`src/rtl/rrs_pkg.sv`:
```
// ----------------------------------------------------------------------------
// rrs_pkg: shared types and constants of the ranked record store
// Operation codes, controller states and the command word driven into the
// row of record cells.
// ----------------------------------------------------------------------------
package rrs_pkg;

  localparam int unsigned SCORE_W     = 9;
  localparam int unsigned NAME_PORT_W = 64;
  localparam int unsigned OP_W        = 2;

  typedef enum logic [OP_W-1:0] {
    OP_LOAD   = 2'd0,
    OP_LIST   = 2'd1,
    OP_SEARCH = 2'd2
  } op_e;

  typedef enum logic {
    ST_IDLE,
    ST_SCAN
  } state_e;

  // Command broadcast to every cell of the row
  typedef struct packed {
    logic load;    // insert the broadcast record at its ranked place
    logic rotate;  // move every occupied record one place toward the head, head to the tail
  } cell_cmd_t;

endpackage

```
`src/rtl/rrs_cell.sv`:
```
// ----------------------------------------------------------------------------
// rrs_cell: one slot of the ranked record row
// Holds one record, ranks a broadcast record against it, and takes a record
// from its left neighbor, its right neighbor, the head or the broadcast.
// ----------------------------------------------------------------------------
module rrs_cell
  import rrs_pkg::*;
#(
  parameter int unsigned IDX = 0,
  parameter int unsigned CW  = 7,
  parameter int unsigned NW  = 64
) (
  input  logic               clk_i,
  input  cell_cmd_t          cmd_i,
  input  logic [CW-1:0]      count_i,
  input  logic [SCORE_W-1:0] new_score_i,
  input  logic [NW-1:0]      new_name_i,
  input  logic [SCORE_W-1:0] left_score_i,
  input  logic [NW-1:0]      left_name_i,
  input  logic               left_before_i,
  input  logic [SCORE_W-1:0] right_score_i,
  input  logic [NW-1:0]      right_name_i,
  input  logic [SCORE_W-1:0] head_score_i,
  input  logic [NW-1:0]      head_name_i,
  output logic [SCORE_W-1:0] score_o,
  output logic [NW-1:0]      name_o,
  output logic               before_o
);

  localparam logic [CW-1:0] IdxC  = CW'(IDX);
  localparam logic [CW-1:0] NextC = CW'(IDX + 1);

  logic [SCORE_W-1:0] score_q, score_d;
  logic [NW-1:0]      name_q, name_d;
  logic               occupied;

  assign occupied = (IdxC < count_i);

  // New record ranks strictly ahead of the one held here
  assign before_o = occupied &&
                    ((new_score_i > score_q) ||
                     ((new_score_i == score_q) && (new_name_i < name_q)));

  always_comb begin
    score_d = score_q;
    name_d  = name_q;
    if (cmd_i.load) begin
      priority if (left_before_i) begin
        score_d = left_score_i;
        name_d  = left_name_i;
      end else if (before_o || (IdxC == count_i)) begin
        score_d = new_score_i;
        name_d  = new_name_i;
      end else begin
        // Hold the record
      end
    end else if (cmd_i.rotate) begin
      priority if (NextC < count_i) begin
        score_d = right_score_i;
        name_d  = right_name_i;
      end else if (NextC == count_i) begin
        score_d = head_score_i;
        name_d  = head_name_i;
      end else begin
        // Hold the record
      end
    end
  end

  always_ff @(posedge clk_i) begin
    score_q <= score_d;
    name_q  <= name_d;
  end

  assign score_o = score_q;
  assign name_o  = name_q;

endmodule

```
`config.mk`:
```
export PLATFORM = sky130hd
export DESIGN_NAME = rrs_cell
export DESIGN_NICKNAME = d
export VERILOG_FILES = /design/src/rtl/rrs_pkg.sv /design/src/rtl/rrs_cell.sv
export SDC_FILE = /design/constraint.sdc
export NUM_CORES = 1
export LEC_CHECK = 0
export BUFFER_PORTS_ARGS = -buffer_cell sky130_fd_sc_hd__buf_2
export CORE_AREA = 5 5 144 146
export DETAILED_ROUTE_END_ITERATION = 12
export DIE_AREA = 0 0 149 151
export GPL_TIMING_DRIVEN = 0
export PLACE_DENSITY = 0.71
export SYNTH_ARGS = -nofsm -noshare
export SYNTH_HDL_FRONTEND = slang
export SYNTH_SLANG_ARGS = --single-unit
export TNS_END_PERCENT = 50
```
`constraint.sdc`:
```
create_clock -name clk_i -period 19 [get_ports clk_i]
set_input_delay 3.8 -clock clk_i [delete_from_list [all_inputs] [get_ports clk_i]]
set_output_delay 3.8 -clock clk_i [all_outputs]
set_load 0.1 [all_outputs]
```
Yosys cells after proc, flatten, opt, wreduce, memory -nomap -nowiden
Index checks and enable logic that the tools add are counted.
{"block": "totals", "regBits": 73, "in_bits": 303, "output_inout_bits": 74, "elab_cells": 29}
{"block": "classes", "n_lt_le_gt_ge": 4, "eq_ne": 3, "n_mux": 12, "n_reduce_logical": 8}
{"operator": "$mux 64", "count": 6}
{"operator": "$lt 64x64->1", "count": 1}
{"operator": "$mux 9", "count": 6}
{"operator": "$lt 1x7->1 const A", "count": 2}
{"operator": "$eq 9x9->1", "count": 1}
{"operator": "$gt 9x9->1", "count": 1}
{"operator": "$eq 1x7->1 const A", "count": 1}
{"operator": "$logic_not 7->1", "count": 1}
{"operator": "$ne 3x1->1 const B", "count": 1}
{"operator": "$reduce_and 3->1", "count": 1}
{"operator": "$reduce_bool 3->1", "count": 1}
{"operator": "$logic_and 1x1->1", "count": 2}
{"operator": "$logic_or 1x1->1", "count": 2}
{"operator": "$reduce_bool 2->1", "count": 1}

Logic depth before layout (Yosys ltp)
{"block": "depth", "ltp_word": 8, "mapped_depth": 9, "mapped_depth_nobuf": 9}

Worst setup path after synthesis
Ideal clock, no wire load.
{"block": "synth_path", "path_kind": "input to output", "start": "input port new_name_i[11]", "end": "output port before_o", "t_arrival_ps": 6383, "required_ps": 15200, "setup_slack_ps": 8817, "cell_stages": 8, "path_buffers": 0, "cell_sequence": "ha_1 a21oi_1 o21ai_0 a221o_1 a31o_1 a41oi_1 a2111oi_2 nor2_1"}
{"block": "synth_via", "elab_chain_len": 4}
{"item": "start: declaration", "line": "rrs_cell.sv:17", "text": "input logic [NW-1:0] new_name_i,"}
{"item": "$lt 64x64->1", "line": "rrs_cell.sv:42", "text": "((new_score_i == score_q) && (new_name_i < name_q)));"}
{"item": "$logic_and 1x1->1", "line": "rrs_cell.sv:42"}
{"item": "$logic_or 1x1->1", "line": "rrs_cell.sv:41", "text": "((new_score_i > score_q) ||"}
{"item": "$logic_and 1x1->1", "line": "rrs_cell.sv:40", "text": "assign before_o = occupied &&"}
{"item": "end: declaration", "line": "rrs_cell.sv:27", "text": "output logic before_o"}
Every way passes these cells.

Final worst setup path
{"block": "layout_path", "start": "input port new_name_i[63]", "end": "output port before_o"}
The elaborated chain is that of the path after synthesis.

==> load_flow_metrics.sql <==
INSERT INTO impl_metrics (metric_group, metric, value, unit) VALUES
('status', 'run_status', 'completed', ''),
('sta', 'setup_viol', '0', ''),
('synthesis', 'synth_warnings', '0', ''),
('synthesis', 'synthMuxAreaShare', '11.5', '%'),
('cells_and_area', 'final-instance-count-excl-fill', '1325', ''),
('die', 'io_pins', '377', ''),
('die', 'chipWidth', '149', 'um'),
('die', 'die-height', '151', 'um'),
('synthesis', 'syn-instance-count', '669', ''),
('cells_and_area', 'nets', '1431', ''),
('synthesis', 'async_reset_ff_share', '0', '%'),
('clocking', 'clock_latency', '0.33', 'ns'),
('clocking', 'cts.sinks', '73', ''),
('setup_path', 'required', '15.20', 'ns'),
('place', 'numPlacedInstances', '1310', ''),
('synthesis', 'synth_seq_cells', '73', ''),
('setup_path', 'path_common_cell', 'sky130_fd_sc_hd__buf_2', ''),
('run', 'timing.max_cap.violations', '0', ''),
('synthesis', 'largest_family_of_logic_cells_by_synthesized_area', 'compound AO/OA/AOI/OAI gates', ''),
('sta', 'unrepaired_setup_endpoints_after_global_routing', 'no', ''),
('setup_path', 'worstSetupStartpointType', 'primary input', ''),
('sta', 'report.final.hold_viol_count', '0', ''),
('synthesis', 'synth_flop_cell', 'sky130_fd_sc_hd__edfxtp_1', ''),
('place', 'port-buffer-count', '374', ''),
('setup_path', 'critPathMaxStageDelay', '0.64', 'ns'),
('detailed_routing', 'wl_met1', '9370', 'um'),
('place', 'placed_area', '8590', 'um^2'),
('synthesis', 'post_synth.cell_area_avg', '9.47', 'um^2'),
('pwr', 'static-leakage-power', '4.44', 'nW'),
('die', 'initial_util', '32.9', '%'),
('sta', 'timing.max_slew.rel_slack', '30.7', '%'),
('sta', 'final_max_slew_viol_count', '0', ''),
('die', 'dieArea', '22500', 'um^2'),
('clocking', 'clk_pin_slew_worst_paths', '0.06', 'ns'),
('cells_and_area', 'layout_cell_share_with_drive_strength_beyond_1', '36.9', '%'),
('place', 'finalWeightedCongestion', '0.908', ''),
('detailed_routing', 'routed_via_density', '4.98', ''),
('synthesis', 'compound_cell_area_share_of_the_yosys_netlist', '20.6', '%'),
('sta', 'worst_clock_skew', '0.0116', 'ns'),
('clocking', 'cts.hold.buffers_added', '0', ''),
('synthesis', 'syn_area', '6330', 'um^2'),
('grt', 'grt_pass1_vias', '6803', ''),
('detailed_routing', 'drtIter0Drc', '279', ''),
('synthesis', 'ys_seq_area_share', '34.6', '%'),
('clocking', 'cts_resized', '0', ''),
('setup_path', 'slowest_cell_on_the_critical_path', 'sky130_fd_sc_hd__a2111oi_2', ''),
('cells_and_area', 'num_antenna_cells', '0', ''),
('clocking', 'post-cts-setup-buffers', '0', ''),
('setup_path', 'crit_path_end_kind', 'output pin', ''),
('clocking', 'clk_path_buf_depth', '2', ''),
('grt', 'leftover_overflow_at_the_end_of_global_routing', '0', ''),
('synthesis', 'synth.top_cell.area_share', '34.6', '%'),
('cells_and_area', 'final_design_area_no_fill', '8870', 'um^2'),
('sta', 'final.setup.tns', '0', 'ns'),
('detailed_routing', 'via_count', '6605', ''),
('setup_path', 'worst_r2r_path_depth', '9', ''),
('synthesis', 'synth.net_count', '1044', ''),
('synthesis', 'adder_and_majority_cell_fraction_of_the_synthesized_area', '14.2', '%'),
('synthesis', 'synth_top_cells_by_count', '96 x sky130_fd_sc_hd__a21oi_1, 75 x sky130_fd_sc_hd__and2_1', ''),
('synthesis', 'yosys.cell_types.count', '34', ''),
('detailed_routing', 'met3_length', '2450', 'um'),
('detailed_routing', 'route.detailed.drc', '0', ''),
('grt', 'grt_start_max_net_pins', '29', ''),
('worst_hold_path', 'min-delay-path-class', 'reg -> reg', ''),
('sta', 'timing_worst_slew_pin_value', '1.04', 'ns'),
('cells_and_area', 'n_fill_cell', '1938', ''),
('clocking', 'tritoncts', 'done', ''),
('sta', 'timing.final.crit_period', '10.39', 'ns'),
('clocking', 'root_buffer', 'sky130_fd_sc_hd__clkbuf_16', ''),
('setup_path', 'setup.worst_path.class', 'in -> out', ''),
('detailed_routing', 'detail_route_antenna_nets', '0', '');
-- area by class of cell --
class / count / area, um^2 / area share [%]
Multi-Input combinational cell: 483 / 3730 / 42.1
Sequential cell: 73 / 2190 / 24.7
Timing Repair Buffer: 376 / 1910 / 21.6
Tap cell: 265 / 332 / 3.74
Inverter: 73 / 274 / 3.09
Clock buffer: 10 / 229 / 2.58
Buffer: 40 / 150 / 1.69
Clock inverter: 5 / 47.5 / 0.536
-- stage by stage --
| step | total power, mW | hold WS, ns | utilization, % | worst slack, ns |
|---|---|---|---|---|
| 3_5_place_dp | 0.515 | 1.43 | 44.6 | 8.50 |
| 5_1_grt | 0.712 | 1.53 | 46.0 | 8.32 |
| 3_3_place_gp | 0.512 | 3.52 | 44.3 | 7.56 |
| 6_report | 0.678 | 1.45 | 46.0 | 8.61 |
| 4_1_cts | 0.683 | 1.45 | 46.0 | 8.50 |
| 2_1_floorplan | 0.433 | 3.33 | - | 8.82 |
-- where the power goes --
part	internal [mW]	switching (mW)
combinational	0.0811	0.220
clock	0.0998	0.0666
sequential	0.202	0.00914
-- placed cells by master (no fill, tap or decap), types with 2 or more instances in the layout --
cell and count:
sky130_fd_sc_hd__a211oi_1 73, sky130_fd_sc_hd__and2_1 75, sky130_fd_sc_hd__a221o_1 2, sky130_fd_sc_hd__buf_2 374
sky130_fd_sc_hd__nor2_1 5, sky130_fd_sc_hd__o21ai_0 9, sky130_fd_sc_hd__clkinv_1 2, sky130_fd_sc_hd__and4_1 5
sky130_fd_sc_hd__nand4_1 9, sky130_fd_sc_hd__inv_1 73, sky130_fd_sc_hd__a221oi_1 5, sky130_fd_sc_hd__nor3_1 4
sky130_fd_sc_hd__o21a_1 2, sky130_fd_sc_hd__a21oi_1 96, sky130_fd_sc_hd__buf_1 6, sky130_fd_sc_hd__buf_12 2
sky130_fd_sc_hd__nand2b_1 2, sky130_fd_sc_hd__clkinv_2 2, sky130_fd_sc_hd__clkbuf_16 9, sky130_fd_sc_hd__nand2_1 21
sky130_fd_sc_hd__mux2i_1 73, sky130_fd_sc_hd__a21o_1 11, sky130_fd_sc_hd__ha_1 72, sky130_fd_sc_hd__nand3_1 5
sky130_fd_sc_hd__edfxtp_1 73, sky130_fd_sc_hd__clkbuf_1 35
-- critical path, delay by kind of cell --
kind | cells | cell delay (ns)
and+or+nand+nor | 4 | 1.15
AOI/OAI and AO/OA | 2 | 0.87
buffers and inverters | 2 | 0.44
adders and majority gates | 1 | 0.30
-- kinds of logic after synthesis --
logic type | after synthesis
AND/OR/NAND/NOR | 132
buffers and inverters | 113
adder cells (fa/ha/maj) | 72
multiplexers | 73
AO/OA/AOI/OAI | 206
flip-flops | 73
-- worst paths after layout --
check	start	end	slack [ns]
setup / recovery	new_name_i[63]	before_o	8.61
hold / removal	score_o[8]	name_o[3]	1.45
setup reg to reg	name_o[63]	name_o[30]	15.45
hold reg to reg	score_o[8]	name_o[3]	1.45
-- sequential cells by signal, indices dropped and copies added, names as in the netlist --
name / cells
name_o: 64
score_o: 9
-- per-layer routing --
layer	up-vias	global-route usage, %
met4	4	8.33
met3	47	5.89
met1	2992	24.1
met2	314	36.0
met5	-	0
li1	3248	-
(Power assumes the default switching activity.)
